### config.mk
export PLATFORM = sky130hd
export DESIGN_NAME = splitmix_ranged_random_top
export DESIGN_NICKNAME = d
export VERILOG_FILES = /design/src/design/smrr_pkg.sv /design/src/design/smrr_mul.sv /design/src/design/smrr_div.sv /design/src/design/splitmix_ranged_random_top.sv
export SDC_FILE = /design/constraint.sdc
export NUM_CORES = 2
export LEC_CHECK = 0
export BUFFER_PORTS_ARGS = -buffer_cell sky130_fd_sc_hd__buf_2
export CAP_MARGIN = 30
export CELL_PAD_IN_SITES_DETAIL_PLACEMENT = 1
export CELL_PAD_IN_SITES_GLOBAL_PLACEMENT = 2
export CORE_AREA = 10 10 423 425
export DETAILED_ROUTE_END_ITERATION = 16
export DIE_AREA = 0 0 433 435
export PLACE_DENSITY = 0.94
export SLEW_MARGIN = 40
export SYNTH_ARGS = -nofsm -noshare
export SYNTH_HDL_FRONTEND = slang
export SYNTH_SLANG_ARGS = --single-unit
### constraint.sdc
create_clock -name clk -period 12.6 [get_ports clk]
set_clock_uncertainty 0.15 [all_clocks]
set_input_delay 3.15 -clock clk [delete_from_list [all_inputs] [get_ports clk]]
set_output_delay 3.15 -clock clk [all_outputs]
set_load 0.03 [all_outputs]
### src/design/smrr_pkg.sv
// smrr_pkg: shared types and constants for the ranged SplitMix64 generator.
// Used by smrr_mul, smrr_div and splitmix_ranged_random_top; no dependencies.

package smrr_pkg;

    localparam int unsigned WORD_W = 64;

    typedef logic [WORD_W-1:0] word_t;

    // Counter increment and finaliser multipliers
    localparam word_t GOLDEN_STEP = 64'h9E37_79B9_7F4A_7C15;
    localparam word_t MIX_MUL_ONE = 64'hBF58_476D_1CE4_E5B9;
    localparam word_t MIX_MUL_TWO = 64'h94D0_49BB_1331_11EB;

    // Finaliser shift amounts
    localparam int unsigned MIX_SHIFT_ONE   = 30;
    localparam int unsigned MIX_SHIFT_TWO   = 27;
    localparam int unsigned MIX_SHIFT_THREE = 31;

    typedef enum logic [3:0] {
        S_IDLE,
        S_STEP,
        S_MUL1,
        S_WAIT1,
        S_MUL2,
        S_WAIT2,
        S_DIV,
        S_WAIT_DIV,
        S_DONE
    } state_t;

endpackage

### src/design/smrr_mul.sv
// smrr_mul: iterative 64 x 64 multiplier keeping the low 64 product bits.
// One 16-bit digit of the multiplier per cycle; depends on smrr_pkg.

module smrr_mul
(
    input  logic           clk,
    input  logic           rst_n,
    input  logic           start,
    input  smrr_pkg::word_t multiplicand,
    input  smrr_pkg::word_t multiplier,
    output logic           done,
    output smrr_pkg::word_t product
);

    localparam int unsigned DIGIT_W = 16;
    localparam int unsigned STEPS   = smrr_pkg::WORD_W / DIGIT_W;
    localparam int unsigned CNT_W   = $clog2(STEPS);

    smrr_pkg::word_t mcand_reg;
    smrr_pkg::word_t mplier_reg;
    smrr_pkg::word_t acc_reg;
    logic [CNT_W-1:0] cnt_reg;
    logic             busy_reg;
    logic             done_reg;

    logic [smrr_pkg::WORD_W+DIGIT_W-1:0] partial;

    always_comb
    begin
        partial = mcand_reg * mplier_reg[DIGIT_W-1:0];
    end

    always_ff @(posedge clk or negedge rst_n)
    begin
        if (!rst_n)
        begin
            busy_reg <= 1'b0;
            done_reg <= 1'b0;
            cnt_reg  <= '0;
        end
        else
        begin
            done_reg <= 1'b0;
            if (start)
            begin
                busy_reg <= 1'b1;
                cnt_reg  <= '0;
            end
            else if (busy_reg)
            begin
                cnt_reg <= cnt_reg + 1'b1;
                if (cnt_reg == CNT_W'(STEPS - 1))
                begin
                    busy_reg <= 1'b0;
                    done_reg <= 1'b1;
                end
            end
        end
    end

    // Shift the operands one digit per cycle and accumulate the low word
    always_ff @(posedge clk)
    begin
        if (start)
        begin
            mcand_reg  <= multiplicand;
            mplier_reg <= multiplier;
            acc_reg    <= '0;
        end
        else if (busy_reg)
        begin
            acc_reg    <= acc_reg + partial[smrr_pkg::WORD_W-1:0];
            mcand_reg  <= mcand_reg << DIGIT_W;
            mplier_reg <= mplier_reg >> DIGIT_W;
        end
    end

    assign done    = done_reg;
    assign product = acc_reg;

endmodule

### src/design/smrr_div.sv
// smrr_div: restoring divider, one quotient bit per cycle, remainder only.
// Depends on smrr_pkg for the word width.

module smrr_div
(
    input  logic           clk,
    input  logic           rst_n,
    input  logic           start,
    input  smrr_pkg::word_t dividend,
    input  smrr_pkg::word_t divisor,
    output logic           done,
    output smrr_pkg::word_t remainder
);

    localparam int unsigned W     = smrr_pkg::WORD_W;
    localparam int unsigned CNT_W = $clog2(W);

    smrr_pkg::word_t  dvd_reg;
    smrr_pkg::word_t  dsr_reg;
    smrr_pkg::word_t  rem_reg;
    logic [CNT_W-1:0] cnt_reg;
    logic             busy_reg;
    logic             done_reg;

    logic [W:0] rem_shift;
    logic [W:0] rem_diff;
    logic       fits;

    always_comb
    begin
        rem_shift = {rem_reg, dvd_reg[W-1]};
        rem_diff  = rem_shift - {1'b0, dsr_reg};
        fits      = (rem_shift >= {1'b0, dsr_reg});
    end

    always_ff @(posedge clk or negedge rst_n)
    begin
        if (!rst_n)
        begin
            busy_reg <= 1'b0;
            done_reg <= 1'b0;
            cnt_reg  <= '0;
        end
        else
        begin
            done_reg <= 1'b0;
            if (start)
            begin
                busy_reg <= 1'b1;
                cnt_reg  <= '0;
            end
            else if (busy_reg)
            begin
                cnt_reg <= cnt_reg + 1'b1;
                if (cnt_reg == CNT_W'(W - 1))
                begin
                    busy_reg <= 1'b0;
                    done_reg <= 1'b1;
                end
            end
        end
    end

    // Partial remainder stays below the divisor, so it fits in one word
    always_ff @(posedge clk)
    begin
        if (start)
        begin
            dvd_reg <= dividend;
            dsr_reg <= divisor;
            rem_reg <= '0;
        end
        else if (busy_reg)
        begin
            dvd_reg <= dvd_reg << 1;
            rem_reg <= fits ? rem_diff[W-1:0] : rem_shift[W-1:0];
        end
    end

    assign done      = done_reg;
    assign remainder = rem_reg;

endmodule

### src/design/splitmix_ranged_random_top.sv
// splitmix_ranged_random_top: SplitMix64 generator returning a value in a signed range.
// Depends on smrr_pkg, smrr_mul (finaliser multiplies) and smrr_div (range reduction).
//
//  channel   direction  handshake               payload
//  -------   ---------  ----------------------  ------------------------
//  request   in         in_valid / in_stall     bound_a, bound_b (s64)
//  result    out        out_valid / out_stall   value (s64)
//  seed      in         seed_wr_en              seed (u64)
//
// A request with equal bounds goes from S_IDLE straight to S_DONE with bound_a as its result.
// Any other request runs S_STEP, two multiplies (4 digit steps each in smrr_mul),
// then a remainder (64 bit steps in smrr_div) from S_DIV and S_WAIT_DIV, then S_DONE.
// A full 64-bit span skips the divider and goes from S_DIV straight to S_DONE.
// The block takes one request at a time; in_stall is high from acceptance until
// the result moves into the output register, which may still hold an earlier
// result waiting on out_stall. The next request is taken in the cycle after that move.
// Reset clears the generator counter to zero.
// Write the seed only while the block is idle; it loads the counter at once.

module splitmix_ranged_random_top
(
    input  logic               clk,
    input  logic               rst_n,

    input  logic               in_valid,
    output logic               in_stall,
    input  logic signed [63:0] bound_a,
    input  logic signed [63:0] bound_b,

    output logic               out_valid,
    input  logic               out_stall,
    output logic signed [63:0] value,

    input  logic               seed_wr_en,
    input  logic        [63:0] seed
);

    smrr_pkg::state_t state_reg;
    smrr_pkg::state_t state_next;

    smrr_pkg::word_t counter_reg;   // generator counter
    smrr_pkg::word_t lo_reg;        // ordered bounds
    smrr_pkg::word_t hi_reg;
    smrr_pkg::word_t span_reg;      // hi - lo + 1, modulo 2^64
    smrr_pkg::word_t z_reg;         // finaliser working word
    smrr_pkg::word_t result_reg;    // finished result before the output stage
    smrr_pkg::word_t value_reg;     // output register
    logic            out_valid_reg;

    logic            in_fire;
    logic            bounds_equal;
    logic            bounds_swap;
    logic            out_load;

    logic            mul_start;
    smrr_pkg::word_t mul_a;
    smrr_pkg::word_t mul_b;
    logic            mul_done;
    smrr_pkg::word_t mul_product;

    logic            div_start;
    logic            div_done;
    smrr_pkg::word_t div_remainder;

    smrr_mul u_mul
    (
        .clk          (clk),
        .rst_n        (rst_n),
        .start        (mul_start),
        .multiplicand (mul_a),
        .multiplier   (mul_b),
        .done         (mul_done),
        .product      (mul_product)
    );

    smrr_div u_div
    (
        .clk       (clk),
        .rst_n     (rst_n),
        .start     (div_start),
        .dividend  (z_reg),
        .divisor   (span_reg),
        .done      (div_done),
        .remainder (div_remainder)
    );

    assign in_fire      = in_valid && !in_stall;
    assign bounds_equal = (bound_a == bound_b);
    assign bounds_swap  = (bound_b < bound_a);

    // Next-state logic
    always_comb
    begin
        state_next = state_reg;
        unique case (state_reg)
            smrr_pkg::S_IDLE:
            begin
                if (in_valid)
                begin
                    state_next = bounds_equal ? smrr_pkg::S_DONE : smrr_pkg::S_STEP;
                end
            end
            smrr_pkg::S_STEP:  state_next = smrr_pkg::S_MUL1;
            smrr_pkg::S_MUL1:  state_next = smrr_pkg::S_WAIT1;
            smrr_pkg::S_WAIT1:
            begin
                if (mul_done)
                begin
                    state_next = smrr_pkg::S_MUL2;
                end
            end
            smrr_pkg::S_MUL2:  state_next = smrr_pkg::S_WAIT2;
            smrr_pkg::S_WAIT2:
            begin
                if (mul_done)
                begin
                    state_next = smrr_pkg::S_DIV;
                end
            end
            smrr_pkg::S_DIV:
            begin
                state_next = (span_reg == '0) ? smrr_pkg::S_DONE : smrr_pkg::S_WAIT_DIV;
            end
            smrr_pkg::S_WAIT_DIV:
            begin
                if (div_done)
                begin
                    state_next = smrr_pkg::S_DONE;
                end
            end
            smrr_pkg::S_DONE:
            begin
                if (!out_valid_reg || !out_stall)
                begin
                    state_next = smrr_pkg::S_IDLE;
                end
            end
            default: state_next = smrr_pkg::S_IDLE;
        endcase
    end

    // Sequencer outputs: handshake, unit starts and multiplier operands
    always_comb
    begin
        in_stall  = 1'b1;
        mul_start = 1'b0;
        div_start = 1'b0;
        out_load  = 1'b0;
        mul_a     = z_reg ^ (z_reg >> smrr_pkg::MIX_SHIFT_TWO);
        mul_b     = smrr_pkg::MIX_MUL_TWO;
        unique case (state_reg)
            smrr_pkg::S_IDLE:
            begin
                in_stall = 1'b0;
            end
            smrr_pkg::S_MUL1:
            begin
                mul_start = 1'b1;
                mul_a     = counter_reg ^ (counter_reg >> smrr_pkg::MIX_SHIFT_ONE);
                mul_b     = smrr_pkg::MIX_MUL_ONE;
            end
            smrr_pkg::S_MUL2:
            begin
                mul_start = 1'b1;
            end
            smrr_pkg::S_DIV:
            begin
                div_start = (span_reg != '0);
            end
            smrr_pkg::S_DONE:
            begin
                out_load = !out_valid_reg || !out_stall;
            end
            default:
            begin
                in_stall = 1'b1;
            end
        endcase
    end

    // Control state: sequencer, generator counter, output valid
    always_ff @(posedge clk or negedge rst_n)
    begin
        if (!rst_n)
        begin
            state_reg     <= smrr_pkg::S_IDLE;
            counter_reg   <= '0;
            out_valid_reg <= 1'b0;
        end
        else
        begin
            state_reg <= state_next;

            // Load the counter on a seed write, advance it once per mixed request
            if (seed_wr_en)
            begin
                counter_reg <= seed;
            end
            else if (state_reg == smrr_pkg::S_STEP)
            begin
                counter_reg <= counter_reg + smrr_pkg::GOLDEN_STEP;
            end

            if (out_load)
            begin
                out_valid_reg <= 1'b1;
            end
            else if (!out_stall)
            begin
                out_valid_reg <= 1'b0;
            end
        end
    end

    // Datapath words
    always_ff @(posedge clk)
    begin
        if (in_fire)
        begin
            // Order the bounds by signed compare; equal bounds finish at once
            lo_reg     <= bounds_swap ? bound_b : bound_a;
            hi_reg     <= bounds_swap ? bound_a : bound_b;
            result_reg <= bound_a;
        end

        if (state_reg == smrr_pkg::S_MUL1)
        begin
            span_reg <= hi_reg - lo_reg + 64'd1;
        end

        if ((state_reg == smrr_pkg::S_WAIT1) && mul_done)
        begin
            z_reg <= mul_product;
        end

        if ((state_reg == smrr_pkg::S_WAIT2) && mul_done)
        begin
            z_reg <= mul_product ^ (mul_product >> smrr_pkg::MIX_SHIFT_THREE);
        end

        // Full 64-bit span: hand back the raw mixed word
        if ((state_reg == smrr_pkg::S_DIV) && (span_reg == '0))
        begin
            result_reg <= z_reg;
        end

        if ((state_reg == smrr_pkg::S_WAIT_DIV) && div_done)
        begin
            result_reg <= lo_reg + div_remainder;
        end

        if (out_load)
        begin
            value_reg <= result_reg;
        end
    end

    assign out_valid = out_valid_reg;
    assign value     = value_reg;

endmodule
==> metrics.cfg <==
[sta]
period_minus_slack_ns = 8.538
timing.final.crit_share = 0.6776
finalSetupViolCount = 0
timing.setup.tns_ns = 0
slew_headroom = 0.3351
rsz0062_at_grt = false
hold_viol_final = 0
fmax_mhz = 117.1
worst_slew_pin_slew_ns = 0.9973
slew_violations = 0

[synth]
yosysTopAreaCellShare = 0.2432
yosys-top-cells-area = edfxtp_1 24%, fa_1 21%, ha_1 6.9%, nand2_1 6.6%, inv_1 6.5%
ys_ff_latch = 827
yosysWarnings = 0
netlist_instances = 8087
synth-edff-count = 618
synth_nets = 9520
avgSynthCellArea_um2 = 9.436
synth_top_cell_by_area = edfxtp_1
synth_area_mm2 = 0.07631
synth_cell_types = 85
ys.flop_type = edfxtp_1
synth-async-reset-ratio = 0.09794
ys_seq_area_frac = 0.3033

[clock_network]
cts_hold_buf = 0
cts_root_buf = clkbuf_16
insertion_delay_ns = 0.76
cts_setup_buffers = 0
cts_resized = 0
clk_pin_slew_worst_paths_ns = 0.07
htreeDepth = 3
cts_buffers = 90
cts_tree = yes
cts_max_path_buffers = 3
cts_num_sinks = 827

[global_route]
track_usage = 0.2911
grt_max_degree = 126
grt_pass1_wl_mm = 417.8
antenna_found_initial = 57
grt_pass1_vias = 66470
grt-ovfl-total = 0

[hold_path]
hp-start = result_reg[21]$_DFFE_PP_
hold_path_class = register to register
hold_end = value[21]$_DFFE_PP_
hold_depth = 0

[place]
gp_congestion = 0.9303
hpwl_mm = 212.9
port-buffer-count = 262

[outcome]
status = completed

[worst_setup_path]
crit_arrival_ns = 9.04
required_ns = 13.11
timing.rr.start = u_mul.mplier_reg[4]$_DFFE_PP_
critPathMaxFanout = 48
end_kind = register
start_kind = register
path_class = register to register
ff2ff_path_depth = 26
r2r_end = u_mul.product[63]$_SDFFE_PN0P_
regToRegSetupSlack_ns = 4.06

[detailed_routing]
vias_per_cell = 5.774
drt_first_pass_iters = 5
ant_nets = 0
drt_iter0_drc = 4794
drc = 0
num_vias = 60520
wl_per_cell_um = 26.42
drt_wl_total_mm = 277.0

[floorplanning]
die_x_um = 433
rows = 152
die_area_mm2 = 0.1884
die_h_um = 435
io_pins = 263
initial_core_util = 0.4473
coreArea_mm2 = 0.1706

[finish]
final_nets = 9577
syn_to_final_growth_pct = 9.045
drive_gt1_frac = 0.08394

[job]
maxCapViolations = 0

layout make-up:
type	count	area [um2]
diodes	29	72.57
clock buffers	104	2397
clock inverters	64	773.2
fillers	19410	87390
inverters	1320	4966
multi-input cells	5534	46740
flip-flops and latches	827	23150
well taps	2233	2794
repair buffers	371	2315
cell usage after synthesis (17+ instances only):
library cell and n:
a211oi_1 61, mux2_1 40, nand2_1 1342, or3_1 27, dfrtp_1 81, a22oi_1 28
o21ai_0 325, o211ai_1 40, buf_2 17, mux2_2 109, nand2b_1 41, nor2_1 298
clkbuf_1 362, and2_1 266, nor4_1 36, and3_1 42, xnor2_1 303, dfxtp_1 128
a21o_1 158, buf_1 21, o22ai_1 33, nand3_1 81, ha_1 419, a21oi_1 326
mux2i_1 126, xor2_1 120, inv_1 1318, nor2b_1 41, nand4_1 68, edfxtp_1 618
fa_1 817, nor3_1 56, o21a_1 47, o21bai_1 51, a31oi_1 39
metal layers:
metal / GRT usage / share of wire / up-vias
li1: - / - / 26370
met1: 0.3421 / 0.37 / 31080
met2: 0.4915 / 0.49 / 2215
met3: 0.04465 / 0.061 / 843
met4: 0.1924 / 0.079 / 12
met5: 0 / 0.00029 / -
kinds of logic (layout without fill, tap and decap cells):
logic type / after synthesis / after routing / share of synthesized area
and+or+nand+nor: 2347 / 2347 / 0.1374
buffers and inverters: 1726 / 1859 / 0.08568
AOI/OAI and AO/OA: 1253 / 1253 / 0.1035
adders and majority gates: 1236 / 1236 / 0.2830
DFF: 827 / 827 / 0.3033
xor gates and xnor gates: 423 / 423 / 0.04855
muxes: 275 / 275 / 0.03852
other: 0 / 29 / 0
metrics by stage:
step	util	area, um2	setup WS (ns)	hold WS (ns)	instances
floorplan	-	76310	4.326	0.2503	8087
global placement	0.4665	79580	3.818	0.2527	10260
CTS	0.4868	83040	4.154	0.2692	10450
detailed placement	0.4682	79870	4.113	0.2557	10280
finish	0.4878	83210	4.062	0.2708	10480
global route	0.4877	83190	3.671	0.2761	10480
worst max-delay path: stages (launching register included):
cell,delay [ns]
edfxtp_1,0.34
buf_4,0.21
buf_4,0.54
and2_1,0.26
fa_1,0.40
inv_1,0.08
fa_1,0.44
fa_1,0.52
inv_1,0.06
fa_1,0.50
fa_1,0.49
inv_1,0.05
fa_1,0.48
inv_1,0.05
ha_1,0.36
a21oi_1,0.25
o21ai_0,0.16
a221oi_1,0.38
nand3b_1,0.16
nand3_1,0.19
a221oi_1,0.63
o21ai_1,0.36
a21oi_1,0.30
nor3b_1,0.11
o41ai_2,0.42
mux2i_1,0.15
a211oi_1,0.28
cell usage in the layout, fill, tap and decap left out, types with 92 or more instances in the layout:
master and count:
o21ai_0 323, buf_2 260, nor2_1 297, mux2i_1 126, nand2_1 1340, xnor2_1 303, and2_1 266, a21oi_1 325
xor2_1 120, ha_1 419, inv_1 1314, clkbuf_16 92, a21o_1 158, dfxtp_1 128, edfxtp_1 618, mux2_2 109
fa_1 817
worst max-delay path by stage:
stage	start	endpoint	slack, ns	cells after the start
final	u_mul.mplier_reg[4]$_DFFE_PP_	u_mul.product[63]$_SDFFE_PN0P_	4.06	26
after CTS	u_mul.mplier_reg[4]$_DFFE_PP_	u_mul.product[63]$_SDFFE_PN0P_	4.15	26
after detailed placement	bound_a[17]	hi_reg[0]$_DFFE_PP_	4.11	17
after global routing	u_mul.mplier_reg[4]$_DFFE_PP_	u_mul.product[63]$_SDFFE_PN0P_	3.67	26
after global placement	bound_a[63]	lo_reg[1]$_DFFE_PP_	3.82	13
after floorplan	in_valid	result_reg[0]$_DFFE_PP_	4.33	3
Power is not shown: default switching activity piles up to over one toggle a cycle in this logic, so the estimate is an artifact.
